File: src/dsd_pkg.sv
// Package for the disk signed-distance pipeline: payload types, register
// indexes and the fixed-point widths shared by the datapath and root unit.
// No dependencies.
`default_nettype none

package dsd_pkg;

    // Normal vector fraction bits (Q1.14)
    localparam int NORMAL_FRAC_BITS = 14;

    // Configuration register indexes
    localparam int CFG_IDX_W = 3;
    localparam logic [CFG_IDX_W-1:0] REG_CENTER_X = 3'd0;
    localparam logic [CFG_IDX_W-1:0] REG_CENTER_Y = 3'd1;
    localparam logic [CFG_IDX_W-1:0] REG_CENTER_Z = 3'd2;
    localparam logic [CFG_IDX_W-1:0] REG_NORMAL_X = 3'd3;
    localparam logic [CFG_IDX_W-1:0] REG_NORMAL_Y = 3'd4;
    localparam logic [CFG_IDX_W-1:0] REG_NORMAL_Z = 3'd5;
    localparam logic [CFG_IDX_W-1:0] REG_RADIUS   = 3'd6;
    localparam int CFG_DATA_W = 32;

    // Datapath widths
    localparam int COORD_W = 32;
    localparam int NORM_W  = 16;
    localparam int RAD_CFG_W = 31;
    localparam int D_W     = COORD_W + 1;              // center - point
    localparam int DN_W    = D_W + NORM_W;             // d * n
    localparam int RS_W    = DN_W + 3;                 // dot product plus rounding
    localparam int H_W     = RS_W - NORMAL_FRAC_BITS;  // height along normal
    localparam int HN_W    = H_W + NORM_W;             // h * n
    localparam int RHN_W   = HN_W + 1 - NORMAL_FRAC_BITS;
    localparam int U_W     = RHN_W + 1;                // in-plane offset
    localparam int SQ_W    = 64;
    localparam int SUM_W   = SQ_W + 2;

    // Square-root unit widths
    localparam int ROOT_W  = 32;
    localparam int SRAD_W  = 2 * ROOT_W;
    localparam int REM_W   = ROOT_W + 2;

    localparam logic signed [COORD_W-1:0] SAT_MAX = 32'sh7FFF_FFFF;
    localparam logic signed [COORD_W-1:0] SAT_MIN = 32'sh8000_0000;

    typedef struct packed {
        logic signed [COORD_W-1:0] point_x;
        logic signed [COORD_W-1:0] point_y;
        logic signed [COORD_W-1:0] point_z;
    } point_t;

    typedef struct packed {
        logic signed [COORD_W-1:0] signed_distance;
    } dist_t;

endpackage

`default_nettype wire

File: src/dsd_sqrt_pipe.sv
// Pipelined integer square root, one result bit per register stage.
// Carries a sideband vector alongside. Depends on dsd_pkg.
`default_nettype none

module dsd_sqrt_pipe #(
    parameter int SIDE_W = 8
) (
    input  wire logic                        clk,
    input  wire logic                        rst_n,
    input  wire logic                        ce,
    input  wire logic                        in_valid,
    input  wire logic [dsd_pkg::SRAD_W-1:0]  in_radicand,
    input  wire logic [SIDE_W-1:0]           in_side,
    output logic                             out_valid,
    output logic [dsd_pkg::ROOT_W-1:0]       out_root,
    output logic [SIDE_W-1:0]                out_side
);

    localparam int N  = dsd_pkg::ROOT_W;
    localparam int RW = dsd_pkg::REM_W;
    localparam int XW = dsd_pkg::SRAD_W;

    logic [N-1:0]  valid_reg;
    logic [RW-1:0] rem_reg  [N];
    logic [N-1:0]  root_reg [N];
    logic [XW-1:0] x_reg    [N];
    logic [SIDE_W-1:0] side_reg [N];

    genvar k;
    generate
        for (k = 0; k < N; k++) begin : g_step
            logic          cur_valid;
            logic [RW-1:0] cur_rem;
            logic [N-1:0]  cur_root;
            logic [XW-1:0] cur_x;
            logic [SIDE_W-1:0] cur_side;
            logic [RW+1:0] trial;
            logic [RW+1:0] test;
            logic          ge;
            logic [RW-1:0] rem_next;
            logic [N-1:0]  root_next;

            if (k == 0) begin : g_first
                assign cur_valid = in_valid;
                assign cur_rem   = '0;
                assign cur_root  = '0;
                assign cur_x     = in_radicand;
                assign cur_side  = in_side;
            end else begin : g_rest
                assign cur_valid = valid_reg[k-1];
                assign cur_rem   = rem_reg[k-1];
                assign cur_root  = root_reg[k-1];
                assign cur_x     = x_reg[k-1];
                assign cur_side  = side_reg[k-1];
            end

            // Bring down the next two radicand bits and try root bit 1
            assign trial     = {cur_rem, cur_x[XW-1-2*k -: 2]};
            assign test      = (RW+2)'({cur_root, 2'b01});
            assign ge        = (trial >= test);
            assign rem_next  = ge ? RW'(trial - test) : RW'(trial);
            assign root_next = {cur_root[N-2:0], ge};

            always_ff @(posedge clk or negedge rst_n)
            begin
                if (!rst_n)
                begin
                    valid_reg[k] <= 1'b0;
                end
                else if (ce)
                begin
                    valid_reg[k] <= cur_valid;
                end
            end

            always_ff @(posedge clk)
            begin
                if (ce)
                begin
                    rem_reg[k]  <= rem_next;
                    root_reg[k] <= root_next;
                    x_reg[k]    <= cur_x;
                    side_reg[k] <= cur_side;
                end
            end
        end
    endgenerate

    assign out_valid = valid_reg[N-1];
    assign out_root  = root_reg[N-1];
    assign out_side  = side_reg[N-1];

endmodule

`default_nettype wire

File: config.mk
export PLATFORM = sky130hd
export DESIGN_NAME = dsd_sqrt_pipe
export DESIGN_NICKNAME = d
export VERILOG_FILES = /design/src/dsd_pkg.sv /design/src/dsd_sqrt_pipe.sv
export SDC_FILE = /design/constraint.sdc
export NUM_CORES = 2
export LEC_CHECK = 0
export BUFFER_PORTS_ARGS = -buffer_cell sky130_fd_sc_hd__buf_2
export CAP_MARGIN = 20
export CELL_PAD_IN_SITES_DETAIL_PLACEMENT = 1
export CELL_PAD_IN_SITES_GLOBAL_PLACEMENT = 2
export CORE_UTILIZATION = 40
export DETAILED_ROUTE_END_ITERATION = 8
export PLACE_DENSITY_LB_ADDON = 0.1
export RECOVER_POWER = 100
export SKIP_CTS_REPAIR_TIMING = 1
export SLEW_MARGIN = 20
export SYNTH_ARGS = -nofsm -noshare
export SYNTH_HDL_FRONTEND = slang
export SYNTH_MEMORY_MAX_BITS = 65536
export SYNTH_SLANG_ARGS = --single-unit
File: constraint.sdc
create_clock -name clk -period 10.8 [get_ports clk]
set_input_delay 0 -clock clk [delete_from_list [all_inputs] [get_ports clk]]
set_output_delay 0 -clock clk [all_outputs]
set_load 0.01 [all_outputs]
==> results summary <==
The run finished, with violations left. The final reports fail on capacitance limit, slew limit. Data on the critical path arrives at its endpoint at about 6.7 ns. CTS placed an instance of sky130_fd_sc_hd__clkbuf_16 at the clock tree root. The routed layout has about 72000 vias. The placed instance area came out at 131000 sq um. The proportion of netlist area held by the largest area contributor came out at 0.665. The count of antenna-violating nets left after detailed routing came out at 0. The average detailed-routed wire length per instance is between 15 and 20 um. The number of filler instances in the final layout is 31700.

The final critical-path share of the clock period is 0.575. The worst setup path is launched from an input port. The worst setup path is of the input port to register kind. The sequential cell area fraction in the yosys report came out at 0.671. VDD sags by at most 0.000136 V. The total area of multi-input combinational cells came out at ~38000 sq um. For this run, the top clock speed supported by timing is between 150 and 200 MHz. The time the final worst path needs with I/O delays and setup came out at about 6.2 ns. The share of power burned in registers came out at 0.469. The total of flip-flops plus latches after synthesis came out at around 2800. For the pin with the worst max-slew slack, the measured transition is 7.28 ns. In this run the standard cell core region covers between 300000 and 400000 sq um. Registers take roughly 84000 sq um. Among all cell types in the netlist, the one instantiated most often is sky130_fd_sc_hd__edfxtp_1.

After the last flow step, the layout net total stands at between 10000 and 15000. The number of sinks on the clock net came out at roughly 2800. The relative area change from synthesis to final layout came out at 14.2%. The final setup slack of the worst path came out at about 4.6 ns. In the final layout, the share of cells above drive strength 1 is 0.0700. The max-capacitance violation count is 38. The number of DRC markers in iteration 0 came out at ~4200. The total count of max-transition violations in the final report is just under 2000. The register with the most flip-flops in the layout has between 1000 and 1500 of them. For this run, the number of Yosys warnings is 0. Setup repair after global routing left no endpoint under its margin. The required arrival time at the worst endpoint came out at about 11 ns. The routed design has 280 mm of wire. After routing the design area is around 140000 sq um. After clock tree synthesis, the clock-pin slew on the worst setup and hold paths is approximately 0.06 ns. The die is about 560 um tall. The source-to-sink clock delay at the later pin of the worst-skew pair came out at 0.90 ns.

In this run, CTS created clock tree buffers numbering between 300 and 400. The cell area that synthesis handed to floorplanning was roughly 130000 sq um. The global-route wire length before repair is around 440 mm. The via count of the first global-routing pass is 75300. The leakage power came out at around 0.054 uW. The number of levels the H-tree was split into is 5.

Setup violations remaining at the end of the flow were counted as 0. The wire-length estimate of the detail-placed layout is between 150 and 200 mm. The minimum setup slack after placement came out at 6.21 ns. The number of detailed-routing iterations run before antenna repair is 5. The horizontal extent of the die came out at about 560 um. The number of antenna violations at the first check in global routing is 4. The maximum fanout count along the critical path came out at ~130.

In the routed design, unresolved DRC markers number 0. The cell type contributing the most total cell area after synthesis is sky130_fd_sc_hd__edfxtp_1. The number of placed instances with taps included came out at between 10000 and 15000. Entering global routing, the biggest net connects between 150 and 200 pins. In the synthesized netlist the dominant register cell turns out to be sky130_fd_sc_hd__edfxtp_1. The all-layer global routing usage came out at 0.175. The row count is a little over 200. Summed over all nets, the switching power comes to around 8600 uW.

The instance count of the mapped netlist is 9299. Measured against its own limit, the worst slew margin works out to -3.85. Walking the worst path, the cells encountered are dlygate4sd3_1 -> buf_12 -> clkbuf_1 -> clkbuf_1 -> buf_4.

The cell occurring most often along the worst timing path is sky130_fd_sc_hd__clkbuf_1. By area the synthesized netlist is led by sky130_fd_sc_hd__edfxtp_1, sky130_fd_sc_hd__ha_1, sky130_fd_sc_hd__xor2_1, sky130_fd_sc_hd__xnor2_1, sky130_fd_sc_hd__a21oi_1. The count of input and output buffers came out at roughly 120. The tightest min-delay check is of the input port to register type. The floorplan step defined a die boundary enclosing between 300000 and 400000 sq um. The synthesized design contains roughly 2800 enable-type register cells. The TritonCTS clock tree is yes. Global routing finished with a remaining overflow of 0. The cell type group with the largest total delay on the critical path is buffers and inverters.

The count of buffer and inverter cells on the critical path is 5. The number of distinct library cells after synthesis came out at 86. The clock network fraction of total power is 0.354. Of the total power, the share spent switching nets is 0.275. The synthesized area divided by synthesized cell count is between 10 and 15 sq um. The I/O pin count is 117. The total negative slack for setup checks is 0 ns.

The worst setup skew after layout is 0.0486 ns. The routability congestion estimate is about 0.8. In the synthesized netlist, the cells that appear most often are sky130_fd_sc_hd__edfxtp_1, sky130_fd_sc_hd__inv_1, sky130_fd_sc_hd__nand2_1. The post-synthesis net count came out at around 10000. The average vias per placed instance came out at slightly above 5. The final number of hold-violating endpoints is 0. The internal power is about 23000 uW.

The design draws just over 30000 uW. The power density over cell area came out at approximately 220 nW/um^2. The critical path's largest stage delay is about 2.6 ns. The share of total power dissipated in combinational logic is 0.177. The maximum buffer depth of the clock tree is 4. The number of standard cells in the layout, taps in and fillers out is 14200.

STA classifies the critical path endpoint as a register. For this run, asynchronously set or reset flops after synthesis account for 0.0114. For this design, the slowest cell found on the critical path is sky130_fd_sc_hd__clkbuf_1. The initial utilization of the core area, before any placement, comes to 0.402.
==> cell families after synthesis <==
kind of cell / share of synthesized area
flops: 0.671
simple gates: 0.0905
buf+inv: 0.0267
xor+xnor: 0.0579
other cells: 0.0000299
fa+ha+maj: 0.0560
compound gates: 0.0885
mux: 0.00884
==> power by group through the flow <==
stage,sequential (uW),clock [uW],combinational (uW)
floorplan,14400,0,3980
global placement,14800,0,5430
detailed placement,14900,0,5510
CTS,14700,11400,5550
global route,14800,11800,6210
finish,14600,11100,5520
==> metal layers <==
metal  GRT usage  routed length (um)  up-vias
met5           0                  13        -
met1       0.231              127000    35800
met3      0.0196                6930      445
li1            -                   -    35400
met4      0.0527                7960        2
met2       0.303              138000      744
==> cell type report <==
cell class	instances	share of cell area
Clock inverter	194	0.0162
Clock buffer	389	0.0587
Inverter	725	0.0190
Antenna cell	1	0.0000175
Sequential cell	2811	0.588
Tap cell	4140	0.0362
Timing Repair Buffer	322	0.0169
Multi-Input combinational cell	5599	0.265
==> through the flow <==
| stage | utilization | hold slack [ns] |
|---|---|---|
| floorplan | - | -0.296 |
| global placement | 0.421 | 0.101 |
| detailed placement | 0.421 | 0.109 |
| CTS | 0.455 | -0.885 |
| global route | 0.459 | 0.285 |
| finish | 0.459 | 0.284 |
==> final timing paths <==
kind	startpoint	end	slack, ns	cells past startpoint
worst max-delay path	ce	rem_reg[0][462]	4.60	5
worst min-delay path	ce	side_reg[1][7]	0.28	2
worst max register to register	rem_reg[0][318]	rem_reg[0][355]	4.70	11
worst min register to register	x_reg[11][31]	x_reg[12][31]	0.40	0
max in group asynchronous	rst_n	g_step[23].cur_valid	9.00	4
min in group asynchronous	rst_n	g_step[1].cur_valid	0.76	4
==> layout by cell type, fill, tap and decap left out, types with 70 or more instances in the layout <==
cell type / instances
sky130_fd_sc_hd__clkbuf_1: 146
sky130_fd_sc_hd__clkbuf_16: 325
sky130_fd_sc_hd__nor2b_1: 87
sky130_fd_sc_hd__nand3_1: 143
sky130_fd_sc_hd__inv_1: 724
sky130_fd_sc_hd__nor4_1: 117
sky130_fd_sc_hd__or4_1: 70
sky130_fd_sc_hd__xor2_1: 433
sky130_fd_sc_hd__xnor2_1: 397
sky130_fd_sc_hd__nand2_1: 625
sky130_fd_sc_hd__buf_2: 72
sky130_fd_sc_hd__nand2b_1: 112
sky130_fd_sc_hd__dlygate4sd3_1: 150
sky130_fd_sc_hd__o21a_1: 95
sky130_fd_sc_hd__nor3_1: 248
sky130_fd_sc_hd__nor2_1: 515
sky130_fd_sc_hd__a21oi_1: 562
sky130_fd_sc_hd__mux2_2: 71
sky130_fd_sc_hd__o21ai_0: 484
sky130_fd_sc_hd__nand4_1: 91
sky130_fd_sc_hd__a21o_1: 227
sky130_fd_sc_hd__ha_1: 562
sky130_fd_sc_hd__edfxtp_1: 2779
sky130_fd_sc_hd__or3_1: 83
Note: power is estimated with default switching activity, not from simulation.
